<file path="config.mk">
export PLATFORM = sky130hd
export DESIGN_NAME = ru2_sqrt
export DESIGN_NICKNAME = d
export VERILOG_FILES = /design/src/rtl/ru2_pkg.sv /design/src/rtl/ru2_sqrt.sv
export SDC_FILE = /design/constraint.sdc
export NUM_CORES = 2
export LEC_CHECK = 0
export BUFFER_PORTS_ARGS = -buffer_cell sky130_fd_sc_hd__buf_4
export CAP_MARGIN = 25
export CORE_ASPECT_RATIO = 1.75
export CORE_MARGIN = 2
export CORE_UTILIZATION = 55
export CTS_CLUSTER_DIAMETER = 40
export DETAILED_ROUTE_END_ITERATION = 10
export HOLD_SLACK_MARGIN = 0.15
export PLACE_DENSITY_LB_ADDON = 0.2
export SYNTH_ARGS = -nofsm -noshare
export SYNTH_HDL_FRONTEND = slang
export SYNTH_MEMORY_MAX_BITS = 65536
export SYNTH_SLANG_ARGS = --single-unit
</file>
<file path="constraint.sdc">
create_clock -name clk -period 4.8 [get_ports clk]
set_clock_uncertainty 0.1 [all_clocks]
set_input_delay 0.96 -clock clk [delete_from_list [all_inputs] [get_ports clk]]
set_output_delay 0.96 -clock clk [all_outputs]
set_load 0.02 [all_outputs]
</file>
<file path="src/rtl/ru2_pkg.sv">
// Shared types and constants for the random 2x2 unitary generator.
package ru2_pkg;

    localparam int IN_BITS    = 16;
    localparam int OUT_BITS   = 16;
    localparam int ANG_W      = 32;
    localparam int TRIG_W     = 33;
    localparam int MAG_W      = 32;
    localparam int PROD_W     = MAG_W + TRIG_W + 1;
    localparam int STEPS      = 30;
    localparam int SQRT_STEPS = 32;
    localparam int CORE_DEPTH = STEPS + 3;
    localparam int PIPE_DEPTH = CORE_DEPTH + 2;

    localparam logic [30:0]              PI_Q29       = 31'd1686629713;
    localparam logic signed [TRIG_W-1:0] GAIN_INV_Q30 = 33'sd652032874;

    localparam logic signed [TRIG_W-1:0] ATAN_Q30 [STEPS] = '{
        33'sd843314856, 33'sd497837829, 33'sd263043836, 33'sd133525158, 33'sd67021686,
        33'sd33543515,  33'sd16775850,  33'sd8388437,   33'sd4194282,   33'sd2097149,
        33'sd1048575,   33'sd524287,    33'sd262143,    33'sd131071,    33'sd65535,
        33'sd32767,     33'sd16383,     33'sd8191,      33'sd4095,      33'sd2047,
        33'sd1023,      33'sd511,       33'sd255,       33'sd127,       33'sd63,
        33'sd31,        33'sd15,        33'sd7,         33'sd3,         33'sd1
    };

    typedef struct packed {
        logic [IN_BITS-1:0] u_alpha;
        logic [IN_BITS-1:0] u_phi;
        logic [IN_BITS-1:0] u_chi;
        logic [IN_BITS-1:0] u_psi;
    } req_t;

    typedef struct packed {
        logic signed [OUT_BITS-1:0] m00_re;
        logic signed [OUT_BITS-1:0] m00_im;
        logic signed [OUT_BITS-1:0] m01_re;
        logic signed [OUT_BITS-1:0] m01_im;
        logic signed [OUT_BITS-1:0] m10_re;
        logic signed [OUT_BITS-1:0] m10_im;
        logic signed [OUT_BITS-1:0] m11_re;
        logic signed [OUT_BITS-1:0] m11_im;
    } res_t;

endpackage

</file>
<file path="src/rtl/ru2_sqrt.sv">
// Pipelined integer square root, one result bit per stage.
module ru2_sqrt
    import ru2_pkg::*;
(
    input  logic             clk,
    input  logic             en,
    input  logic [63:0]      n,
    output logic [MAG_W-1:0] root
);

    logic [63:0] rem_reg  [SQRT_STEPS+1];
    logic [63:0] root_reg [SQRT_STEPS+1];

    always_ff @(posedge clk)
    begin
        if (en)
        begin
            rem_reg[0]  <= n;
            root_reg[0] <= '0;
        end
    end

    for (genvar k = 0; k < SQRT_STEPS; k++)
    begin : g_bit
        localparam logic [63:0] BIT = 64'd1 << (62 - 2 * k);
        logic [63:0] trial;
        assign trial = root_reg[k] + BIT;

        always_ff @(posedge clk)
        begin
            if (en)
            begin
                if (rem_reg[k] >= trial)
                begin
                    rem_reg[k+1]  <= rem_reg[k] - trial;
                    root_reg[k+1] <= (root_reg[k] >> 1) + BIT;
                end
                else
                begin
                    rem_reg[k+1]  <= rem_reg[k];
                    root_reg[k+1] <= root_reg[k] >> 1;
                end
            end
        end
    end

    assign root = root_reg[SQRT_STEPS][MAG_W-1:0];

endmodule

</file>
After elaboration in Yosys (flattened, before gate mapping)
Memories as Yosys holds them, arrays and structs flattened.
Index checks and enable logic that the tools add are counted.
{"block": "word_totals", "ff_bits": 0, "mem_bits_rw": 4224, "inputBits": 66, "n_memories": 2}
{"name": "rem_reg", "depth": 33, "word_bits": 64, "rd": 32, "rd_ports_with_merged_regs": 0, "write_ports": 33, "line_no": "ru2_sqrt.sv:11", "rtl": "logic [63:0] rem_reg [SQRT_STEPS+1];"}
{"name": "root_reg", "depth": 33, "word_bits": 64, "rd": 33, "rd_ports_with_merged_regs": 0, "write_ports": 33, "line_no": "ru2_sqrt.sv:12", "rtl": "logic [63:0] root_reg [SQRT_STEPS+1];"}
{"block": "op_classes", "n_addsub": 96, "n_lt_le_gt_ge": 32, "muxes": 258, "bitwise": 64}
{"operator": "two-way mux 64 bit", "n": 64}
{"operator": ">= comparator 64 bit", "n": 32}
{"operator": "subtractor 64 bit", "n": 32}
{"operator": "two-way mux 1 bit", "n": 194}
{"operator": "adder 63 x 1 -> 64 bit (second input constant)", "n": 1}
{"operator": "adder 63 x 11 -> 64 bit (second input constant)", "n": 1}
{"operator": "adder 63 x 13 -> 64 bit (second input constant)", "n": 1}
{"operator": "adder 63 x 15 -> 64 bit (second input constant)", "n": 1}
{"operator": "adder 63 x 17 -> 64 bit (second input constant)", "n": 1}
{"operator": "adder 63 x 19 -> 64 bit (second input constant)", "n": 1}
{"operator": "adder 63 x 21 -> 64 bit (second input constant)", "n": 1}
{"operator": "adder 63 x 23 -> 64 bit (second input constant)", "n": 1}
{"operator": "adder 63 x 25 -> 64 bit (second input constant)", "n": 1}
{"operator": "adder 63 x 27 -> 64 bit (second input constant)", "n": 1}
{"operator": "adder 63 x 29 -> 64 bit (second input constant)", "n": 1}
{"operator": "adder 63 x 3 -> 64 bit (second input constant)", "n": 1}
{"operator": "adder 63 x 31 -> 64 bit (second input constant)", "n": 1}
{"operator": "adder 63 x 33 -> 64 bit (second input constant)", "n": 1}
{"operator": "adder 63 x 35 -> 64 bit (second input constant)", "n": 1}
{"operator": "adder 63 x 37 -> 64 bit (second input constant)", "n": 1}
{"operator": "adder 63 x 39 -> 64 bit (second input constant)", "n": 1}
{"operator": "adder 63 x 41 -> 64 bit (second input constant)", "n": 1}
{"operator": "adder 63 x 43 -> 64 bit (second input constant)", "n": 1}
{"operator": "adder 63 x 45 -> 64 bit (second input constant)", "n": 1}
{"operator": "other kinds (45)", "n": 108}

Depth between registers and ports, before layout
{"block": "depth", "depth_word": 6, "depth_mapped": 14, "mapped_depth_nobuf": 13}

Worst setup path before layout
Ideal clock, no wire load.
{"block": "synth_path", "path_kind": "input-to-reg", "startpoint": "input port en", "endpoint": "memory rem_reg[31][0], enable pin", "setup_time_ns": 0.487, "arrival_ns": 4.581, "required_ns": 4.213, "slack_ns": -0.369, "path_stages": 5, "cell_sequence": "clkbuf_1 > clkbuf_1 > clkbuf_1 > clkbuf_1 > clkbuf_1"}
{"item": "from (decl)", "line_no": "ru2_sqrt.sv:6", "rtl": "input logic en,"}
{"item": "to (decl)", "line_no": "ru2_sqrt.sv:11"}

==> impl_metrics.env <==
export IMPL_cts_tree="yes"
export IMPL_synthXorXnorAreaFrac_pct=6.343
export IMPL_r2r_cells=13
export IMPL_cts_reportedPaths_clkPinSlew_ns=0.07
export IMPL_fmax_mhz=209.6
export IMPL_worstHoldPathCells=0
export IMPL_dr_first_iter_drc_count=6403
export IMPL_final_cell_mix="edfxtp_1 (2576), nand2_1 (715), inv_1 (683)"
export IMPL_final_nets=10918
export IMPL_status="complete, no violations"
export IMPL_endpoint_kind="register"
export IMPL_synth_adder_area_share_pct=5.668
export IMPL_routed_wl_um=404100
export IMPL_synthCells=9793
export IMPL_reg2reg_slack_ns=0.03
export IMPL_antenna_found_initial=24
export IMPL_switchingPower_mw=21.28
export IMPL_power_density_nw_per_um2=490.4
export IMPL_seq_area_frac_synth_pct=62.80
export IMPL_r2r_start="root_reg[28][30]"
export IMPL_p_clk_share_pct=32.8
export IMPL_synth_mux_area_share_pct=0.7436
export IMPL_rsz0062_at_grt="false"
export IMPL_gr_usage_all_layers_pct=35.47
export IMPL_synthesis_nets=10417
export IMPL_clkSinkCount=2576
export IMPL_yosys_area_share_simple_pct=12.21
export IMPL_cpLargestDelayFamily="simple AND/OR/NAND/NOR gates"
export IMPL_arrival_ns=5.28
export IMPL_setup_viol=0
export IMPL_synth_top_family_by_area="simple AND/OR/NAND/NOR gates"
export IMPL_drv_slew=0
export IMPL_synth_compound_area_share_pct=9.432
export IMPL_viasPerCell=6.212
export IMPL_start_kind="register"
export IMPL_seq_area_um2=77350
export IMPL_fp_dieH_um=630.0
export IMPL_post_route_util_pct=62.66
export IMPL_maxCapViolations=0
export IMPL_crit_start="root_reg[28][30]"
export IMPL_cts_root_buf="clkbuf_16"
export IMPL_synth_edf_count=2576
export IMPL_synth_seq_cells=2576
export IMPL_first_global_vias=86776
export IMPL_r2r_end="rem_reg[29][51]"
export IMPL_syn_area_um2=123200
export IMPL_largest_reg_flops=2048
export IMPL_min_from="rem_reg[5][26]"
export IMPL_power_frac_seq_pct=45.5
export IMPL_grt_pass1_wl_um=572900
export IMPL_numPortBuffers=97
export IMPL_hold_class="reg -> reg"
export IMPL_synthFlopType="edfxtp_1"
export IMPL_multi_input_area_um2=42590
export IMPL_criticalPathCategory="reg -> reg"
export IMPL_path_max_fanout=7
export IMPL_crit_required_ns=5.31
export IMPL_die_area_um2=227900
export IMPL_crit_buf_inv=2
export IMPL_io_pins=98
export IMPL_synthToLayoutAreaGrowth_pct=13.26
export IMPL_coreArea_um2=222600
export IMPL_post_route_drc_count=0
export IMPL_final_common_cell="edfxtp_1"
export IMPL_worstMarginPinSlew_ns=1.313
export IMPL_path_cells="inv_1, ha_1, nand2_1, nor2_1, and4bb_2, nand4_1, o211ai_1, buf_4, a2111o_1, nor2b_1, nand4_1, a21oi_1, xor2_1"
export IMPL_placementRows=229
export IMPL_crit_path_top_delay_cell="edfxtp_1"
export IMPL_synthArstFlopShare_pct=0
export IMPL_cp_common_cell="nand4_1"
export IMPL_internal_power_mw=47.12
export IMPL_dp_hpwl_um=312400
export IMPL_n_fill_cell=16746
export IMPL_period_share_pct=99.39
export IMPL_drtAntennaViolNets=0
export IMPL_hold_viol=0
export IMPL_p_leak_nw=52.43
export IMPL_switching_share_pct=31.11
export IMPL_grt_max_degree=181
export IMPL_wire_per_inst_um=30.10
export IMPL_critPathMaxStageDelay_ns=0.64
export IMPL_avgSynthCellArea_um2=12.58
export IMPL_finalWeightedCongestion=1.147
export IMPL_yosysWarnings=0
export IMPL_vias=83401
export IMPL_grt_overflow_total=0
export IMPL_ir_drop_mv=0.3823
export IMPL_post_route_min_period_ns=4.771
export IMPL_tns_ns=0
export IMPL_ys_types=91
export IMPL_clk_insertion_delay_late_ns=0.90
export IMPL_clock_tree_buffer_depth=4
export IMPL_die_x_um=361.7
export IMPL_combPwrFrac_pct=21.7
export IMPL_max_slew_margin_pct=12.48
export IMPL_h_tree_depth=5
export IMPL_drive_above_1_share_pct=9.653
export IMPL_first_pass_iters=9
export IMPL_initial_core_util_pct=55.32
export IMPL_cts_inserted_buffers=283
export IMPL_hold_end="rem_reg[6][26]"
-- cells in the mapped netlist, drive strengths merged, types with 12 or more instances --
master | count | area share, %
a21boi | 17 | 0.10
xnor2 | 422 | 3.0
or4 | 77 | 0.47
clkbuf | 217 | 0.66
inv | 683 | 2.1
nand4b | 19 | 0.14
edfxtp | 2576 | 63
and2 | 26 | 0.13
and3 | 45 | 0.23
and4 | 15 | 0.11
o21a | 108 | 0.66
o21bai | 49 | 0.30
a21o | 238 | 1.5
or3 | 115 | 0.59
mux2 | 72 | 0.67
nand3b | 33 | 0.20
nor2b | 76 | 0.39
nor4b | 59 | 0.42
xor2 | 470 | 3.3
nor3 | 264 | 1.1
o211ai | 34 | 0.21
a2111oi | 20 | 0.15
or2 | 49 | 0.25
o31ai | 49 | 0.30
a31oi | 40 | 0.20
nand3 | 157 | 0.64
a21oi | 534 | 2.2
ha | 558 | 5.7
nor4bb | 12 | 0.098
buf | 15 | 0.057
nor3b | 23 | 0.14
nand4 | 186 | 0.95
nor2 | 545 | 1.7
a211oi | 41 | 0.25
o31a | 13 | 0.092
nand2b | 98 | 0.50
nand2 | 715 | 2.2
o211a | 12 | 0.098
o21ai | 570 | 2.3
a211o | 14 | 0.10
nor4 | 351 | 1.8
-- through the flow --
| stage | hold slack (ns) | setup WS (ns) | cell area, um2 | total power [mW] | std cells |
|---|---|---|---|---|---|
| 6_report | 0.3367 | 0.02946 | 139500 | 68.41 | 13425 |
| 5_1_grt | 0.3381 | 0.02943 | 139500 | 70.75 | 13405 |
| 4_1_cts | 0.3355 | 0.02870 | 139300 | 68.12 | 13382 |
| 3_5_place_dp | 0.3231 | -0.2831 | 129100 | 45.83 | 12823 |
| 3_3_place_gp | 0.3241 | -0.3336 | 129100 | 45.54 | 12819 |
| 2_1_floorplan | 0.3166 | 0.008952 | 123200 | 39.84 | 9793 |
-- worst max path at each step --
stage | to | slack [ns] | depth (start not counted)
floorplan | rem_reg[17][0] | 0.009 | 5
global placement | rem_reg[29][51] | -0.33 | 12
detailed placement | rem_reg[28][61] | -0.28 | 12
CTS | rem_reg[28][61] | 0.03 | 12
global route | rem_reg[29][51] | 0.03 | 13
finish | rem_reg[29][51] | 0.03 | 13
-- kinds of logic after synthesis --
family / count (synthesis)
AND/OR/NAND/NOR: 2893
AO/OA/AOI/OAI: 1878
flip-flops: 2576
XOR/XNOR: 892
buffers and inverters: 915
adder cells (fa/ha/maj): 558
multiplexers: 81
-- power groups by stage --
stage	clock [mW]	combinational, mW	sequential (mW)
detailed placement	0	14.4	31.4
finish	22.4	14.9	31.1
CTS	22.6	14.5	31.0
floorplan	0	9.80	30.0
global route	23.5	16.0	31.2
global placement	0	14.2	31.4
-- cell type report --
type | instances | area share [%]
clock buffers | 316 | 5.302
well taps | 2887 | 2.589
clock inverters | 179 | 1.499
multi-input cells | 6302 | 30.53
diodes | 34 | 0.06099
repair buffers | 448 | 2.734
inverters | 683 | 1.838
flip-flops and latches | 2576 | 55.45
-- worst register-to-register path, delay by kind of cell, from the launching register on --
family,cells,cell delay (ns)
compound gates,3,0.92
xor+xnor,1,0.11
fa+ha+maj,1,0.46
buf+inv,2,0.28
flops,1,0.64
simple gates,6,1.97
-- layer usage --
| metal | up-vias | wire (um) | GRT usage (%) |
|---|---|---|---|
| li1 | 37797 | - | - |
| met4 | 14 | 59910 | 42.47 |
| met1 | 40656 | 100400 | 24.81 |
| met2 | 3117 | 224700 | 68.94 |
| met3 | 1817 | 18820 | 6.967 |
| met5 | - | 213 | 0.4263 |
-- timing repair --
item                                    4_1_cts  5_1_grt
buffers inserted                              0        3
hold endpoints to repair                     64        0
endpoints found under the setup margin       15       22
resized for setup                             3        3
hold buffers                                 64        0
pin swaps                                     0        1
(Power assumes the default switching activity.)
